[config.mk]
export PLATFORM = sky130hd
export DESIGN_NAME = gfl_regs
export DESIGN_NICKNAME = d
export VERILOG_FILES = /design/src/rtl/assert_macros.svh /design/src/rtl/gfl_pkg.sv /design/src/rtl/gfl_regs.sv
export SDC_FILE = /design/constraint.sdc
export NUM_CORES = 1
export LEC_CHECK = 0
export BUFFER_PORTS_ARGS = -buffer_cell sky130_fd_sc_hd__buf_2
export CAP_MARGIN = 30
export CORE_MARGIN = 1
export CORE_UTILIZATION = 43
export DETAILED_ROUTE_END_ITERATION = 16
export GPL_ROUTABILITY_DRIVEN = 1
export PLACE_DENSITY = 0.8
export SETUP_SLACK_MARGIN = 0.1
export SLEW_MARGIN = 40
export SYNTH_ARGS = -nofsm -noshare
export SYNTH_HDL_FRONTEND = slang
export SYNTH_SLANG_ARGS = --single-unit
[constraint.sdc]
create_clock -name clk -period 1.8 [get_ports clk]
set_clock_uncertainty 0.05 [all_clocks]
set_input_delay 0.45 -clock clk [delete_from_list [all_inputs] [get_ports clk]]
set_output_delay 0.45 -clock clk [all_outputs]
set_load 0.05 [all_outputs]
[src/rtl/assert_macros.svh]
// Assertion macros for the slot allocator RTL.
// Depends on nothing; files that check their own logic include this header.
`ifndef ASSERT_MACROS_SVH
`define ASSERT_MACROS_SVH

// Clocked implication check, held off while reset is active
`define CHECK_CLK(label, clk_s, rst_s, prop, msg) \
    label: assert property (@(posedge clk_s) disable iff (!rst_s) prop) else $error(msg);

// Clocked check that also holds during reset
`define CHECK_ALWAYS(label, clk_s, prop, msg) \
    label: assert property (@(posedge clk_s) prop) else $error(msg);

`endif

[src/rtl/gfl_pkg.sv]
// Shared types and constants for the growing free-list slot allocator.
// No dependencies; the RTL modules refer to it by scoped names.
package gfl_pkg;

    // Command codes carried in the request item
    localparam logic [1:0] MODE_START = 2'd0;
    localparam logic [1:0] MODE_ALLOC = 2'd1;
    localparam logic [1:0] MODE_FREE  = 2'd2;

    // Result status codes
    localparam logic [1:0] ST_OK        = 2'd0;
    localparam logic [1:0] ST_NO_SPACE  = 2'd1;
    localparam logic [1:0] ST_NO_POOL   = 2'd2;
    localparam logic [1:0] ST_OVERFLOW  = 2'd3;

    // Register indexes (byte address = 4 * index)
    localparam logic [1:0] REG_INITIAL_COUNT = 2'd0;
    localparam logic [1:0] REG_ITEM_BYTES    = 2'd1;
    localparam logic [1:0] REG_FIRST_GROW    = 2'd2;

    // Register reset values
    localparam logic [10:0] INITIAL_COUNT_RST = 11'd64;
    localparam logic [12:0] ITEM_BYTES_RST    = 13'd8;
    localparam logic [10:0] FIRST_GROW_RST    = 11'd40;

    // Allocation constants
    localparam int unsigned GROW_RESET     = 40;
    localparam logic [12:0] ALIGN_MASK     = 13'd7;
    localparam logic [12:0] MAX_ITEM_BYTES = 13'd4096;
    localparam logic [12:0] ITEM_SIZE_RST  = 13'd8;
    localparam logic [10:0] AVAIL_MAX      = 11'd2047;

    typedef struct packed {
        logic [1:0] mode;
        logic [9:0] handle;
        logic       handle_valid;
    } req_item_t;

    typedef struct packed {
        logic [1:0]  status;
        logic [9:0]  slot;
        logic [21:0] byte_offset;
        logic [10:0] avail_count;
        logic [10:0] total_count;
    } rsp_item_t;

    typedef struct packed {
        logic [10:0] initial_count;
        logic [12:0] item_bytes;
        logic [10:0] first_grow;
    } cfg_t;

    // Controller to datapath commands
    typedef struct packed {
        logic capture;
        logic commit;
    } dp_cmd_t;

    typedef enum logic {
        S_IDLE,
        S_EXEC
    } state_t;

endpackage

[src/rtl/gfl_regs.sv]
// APB-style configuration registers for the slot allocator.
// Depends on gfl_pkg for register indexes, reset values and the cfg_t type.
module gfl_regs (
    input  logic                clk,
    input  logic                rst_n,
    input  logic                psel,
    input  logic                penable,
    input  logic                pwrite,
    input  logic [3:0]          paddr,
    input  logic [31:0]         pwdata,
    output logic [31:0]         prdata,
    output logic                pready,
    output gfl_pkg::cfg_t       cfg
);

    gfl_pkg::cfg_t cfg_reg;
    logic          wr_en;

    assign wr_en  = psel && penable && pwrite;
    assign pready = 1'b1;
    assign cfg    = cfg_reg;

    // Register writes, decoded on the word index
    always_ff @(posedge clk or negedge rst_n)
    begin
        if (!rst_n)
        begin
            cfg_reg.initial_count <= gfl_pkg::INITIAL_COUNT_RST;
            cfg_reg.item_bytes    <= gfl_pkg::ITEM_BYTES_RST;
            cfg_reg.first_grow    <= gfl_pkg::FIRST_GROW_RST;
        end
        else if (wr_en)
        begin
            unique case (paddr[3:2])
                gfl_pkg::REG_INITIAL_COUNT: cfg_reg.initial_count <= pwdata[10:0];
                gfl_pkg::REG_ITEM_BYTES:    cfg_reg.item_bytes    <= pwdata[12:0];
                gfl_pkg::REG_FIRST_GROW:    cfg_reg.first_grow    <= pwdata[10:0];
                default: ;
            endcase
        end
    end

    // Read mux
    always_comb
    begin
        unique case (paddr[3:2])
            gfl_pkg::REG_INITIAL_COUNT: prdata = {21'd0, cfg_reg.initial_count};
            gfl_pkg::REG_ITEM_BYTES:    prdata = {19'd0, cfg_reg.item_bytes};
            gfl_pkg::REG_FIRST_GROW:    prdata = {21'd0, cfg_reg.first_grow};
            default:                    prdata = 32'd0;
        endcase
    end

endmodule

Word-level counts from Yosys, hierarchy flattened
Cells that the tools add are included.
{"block": "totals", "register_bits": 35, "inputBits": 41, "out_inout_bits": 68, "elab_cells": 12}
{"block": "op_classes", "eq_ne": 2, "n_mux": 1, "reduce_logical": 6}
{"operator": "$pmux 13 s3", "count": 1}
{"operator": "$reduce_and 2->1", "count": 3}
{"operator": "$eq 2x1->1 const B", "count": 1}
{"operator": "$eq 2x2->1 const B", "count": 1}
{"operator": "$logic_and 1x1->1", "count": 2}
{"operator": "$logic_not 2->1", "count": 1}

Depth between registers and ports, before layout
{"block": "logic_depth", "ltp_word": 3, "ltp_mapped": 5, "ltp_nobuf": 3}

Least setup slack after synthesis
No wires, ideal clock.
{"block": "synth_timing", "kind": "input port to output port", "start": "in paddr[2]", "end": "out prdata[0]", "arrival_time_ps": 2068, "required_ps": 1300, "slack_ps": -768, "stages": 4, "path_buffers": 2, "path_cell_list": "buf_2 buf_2 mux2i_1 o21ai_0"}
{"block": "synth_via", "elab_chain_len": 2, "elab_cells_between_ends": 4, "cone_classes": "eq/ne (2); mux (1); reduce/logical (1)"}
{"element": "start, declared", "line_no": "gfl_regs.sv:9", "text": "input logic [3:0] paddr,"}
{"element": "$eq 2x2->1 (tied with other cells)", "line_no": "gfl_regs.sv:46", "text": "unique case (paddr[3:2])"}
{"element": "$pmux 13 s3 (*)", "line_no": "gfl_regs.sv:46"}
{"element": "end, declared", "line_no": "gfl_regs.sv:11", "text": "output logic [31:0] prdata,"}
Mark *: on every way between the ends. The rest lies on a longest branch, timed or not.

Worst setup path after layout
{"block": "layout_timing", "start": "reg cfg_reg, in the netlist cfg[14]", "end": "out prdata[3]"}
{"block": "layout_via", "elab_chain_len": 1}
{"element": "start, declared", "line_no": "gfl_regs.sv:16", "text": "gfl_pkg::cfg_t cfg_reg;"}
{"element": "$pmux 13 s3", "line_no": "gfl_regs.sv:46"}
Every way passes these cells.

==> flow_metrics.py <==
metrics = {
    "finish": {
        "fin_util_pct": 70.88,
        "num_antenna_cells": 0,
        "final_cell_mix": "52 x buf_2, 30 x dfrtp_1, 25 x mux2_2, 20 x conb_1, 14 x buf_6",
        "nFillCells": 267,
        "layout.nets": 262,
        "areaGrowthSynthToFinish_pct": 52.41,
        "drive_above_1_share_pct": 72.97,
        "largest_reg_flops": 35,
        "mostFrequentLayoutCell": "buf_2",
    },
    "clock_tree": {
        "htree_levels": 2,
        "cts_tree": "done",
        "insertion_delay_ps": 280,
        "clk_pin_slew_ps": 70,
        "cts.sinks": 35,
        "cts_root_buf": "clkbuf_8",
        "cts_hold_buf": 0,
        "cts_buffer_depth": 2,
        "cts_buffers": 5,
    },
    "setup_path": {
        "r2r-end": "cfg[13]$_DFFE_PN0P_",
        "reg2reg_depth": 1,
        "regToRegSetupSlack_ps": 910,
        "path_max_fanout": 3,
        "arrival_ps": 1230,
        "crit_path_end_kind": "primary output",
        "r2r-start": "cfg[13]$_DFFE_PN0P_",
        "worstSetupStartpoint": "cfg[14]$_DFFE_PN1P_",
        "cp-endpoint": "prdata[3]",
        "cp-start-kind": "flip-flop",
        "cp.required_ps": 1300,
        "crit_type": "reg -> out",
    },
    "detailed_routing": {
        "routed_via_density": 4.841,
        "remaining_drc_errors": 0,
        "ant_nets": 0,
        "wl_per_cell_um": 15.47,
        "first_iter_violations": 30,
        "routed_wl_mm": 4.176,
        "dr_total_vias": 1307,
        "first_pass_iters": 4,
    },
    "run_status": {
        "status": "completed",
    },
    "power": {
        "cellPowerDensity_mw_per_mm2": 1320,
        "finalPower_w": 0.003555,
        "vdd_ir_drop_max_mv": 0.7400,
        "power.leakage_nw": 1.289,
    },
    "global_route": {
        "grt_usage_pct": 21.61,
        "grt_start_max_net_pins": 21,
        "grt_pass1_wl_mm": 6.762,
        "overflow": 0,
        "antenna_found_initial": 0,
        "grt_pass1_vias": 1326,
    },
    "placement": {
        "io_buffers": 67,
        "gp_congestion": 0.7210,
        "detailed_place_hpwl_mm": 2.978,
        "place_ws_ps": -71.37,
    },
    "timing": {
        "final.min_clock_period_ps": 1731,
        "setup_ws_ps": 69.00,
        "fmax_mhz": 577.7,
        "post-route-period-util_pct": 96.17,
        "grt_setup_unrepaired": "yes",
        "setup_viol": 0,
        "slew_viol_final": 0,
        "hold_violations": 0,
    },
    "synthesis": {
        "synth_area_mm2": 0.001767,
        "syn-instance-count": 139,
        "ys_warn_count": 0,
        "ys_types": 17,
        "yosysTopAreaCellShare_pct": 43.91,
        "netlist.top_cell.by_area": "dfrtp_1",
        "syn_avg_cell_area_um2": 12.71,
        "yosysSeqAreaShare_pct": 49.86,
        "synth_seq_cells": 35,
        "synthTopCellsByArea": "dfrtp_1 44%, mux2_2 16%, buf_4 8.9%",
    },
    "die": {
        "die_height_um": 66.10,
        "coreArea_mm2": 0.003799,
        "initial_core_util_pct": 46.51,
        "die_w_um": 66.10,
        "pin_count": 109,
        "die_area_mm2": 0.004369,
        "fp-row-count": 22,
    },
    "hold_path": {
        "hp-class": "in -> async",
    },
    "run": {
        "max-cap-violations": 0,
    },
}
-- metrics by stage --
step	cells	instance area, um^2	hold slack [ps]	TNS (ps)
2_1_floorplan	157	1997	104.4	0
3_3_place_gp	260	2340	338.7	-531.5
3_5_place_dp	260	2340	345.6	-683.5
4_1_cts	269	2644	36.23	0
5_1_grt	270	2693	41.59	0
6_report	270	2693	32.78	0
-- area by class of cell --
cell class | instances | area (um^2) | area share (%)
clock buffer | 7 | 76.32 | 2.835
clock inverter | 1 | 5.005 | 0.1859
multi-input combinational | 95 | 1039 | 38.57
sequential | 35 | 882.1 | 32.76
tap | 48 | 60.06 | 2.230
timing repair buffer | 84 | 630.6 | 23.42
-- how the worst min path moves through the flow --
| stage | to | depth (start not counted) |
|---|---|---|
| floorplan | cfg[0]$_DFFE_PN0P_ | 0 |
| global placement | cfg[27]$_DFFE_PN0P_ | 1 |
| detailed placement | cfg[27]$_DFFE_PN0P_ | 1 |
| CTS | cfg[27]$_DFFE_PN0P_ | 1 |
| global route | cfg[27]$_DFFE_PN0P_ | 1 |
| finish | cfg[27]$_DFFE_PN0P_ | 1 |
-- layer usage --
layer	global-route usage, %	share of wire, %	vias up
met5	0	0	-
met3	7.241	7.5	2
met2	34.95	49	64
met4	4.787	0.55	0
met1	28.04	43	640
li1	-	-	601
-- synth_stat cells --
library cell and number:
clkbuf_1 2, buf_2 4, mux2_4 10, mux2i_1 11
mux2_2 25, nor3b_2 1, dfrtp_1 31, nor3_1 1
o21ai_0 11, dfstp_2 4, or3b_1 1, nor2b_1 1
and3b_1 2, nand3_1 1, nand2_1 11, buf_4 21
conb_1 2
-- kinds of logic after synthesis --
logic type / count (synthesis) / synth area share (%)
buffers and inverters: 27 / 10.48
DFF: 35 / 49.86
muxes: 46 / 30.67
AOI/OAI and AO/OA: 11 / 3.116
and+or+nand+nor: 18 / 5.453
other: 2 / 0.4251
-- worst max-delay path, cell delays in order, from the launching register on --
cell and delay (ps):
dfstp_2 560, mux2i_4 80, o21ai_4 130, buf_6 170
-- power by group --
part	switching [W]	internal [W]
sequential	0.000194	0.000988
clock	0.000266	0.000271
combinational	0.00125	0.000587
total	0.00171	0.00185
-- timing repair --
action | CTS | global route
buffers inserted | 0 | 1
setup endpoints to repair | 13 | 13
pin swaps | 3 | 1
gates cloned | 1 | 0
resized for setup | 48 | 12
Note: power is estimated with default switching activity, not from simulation.
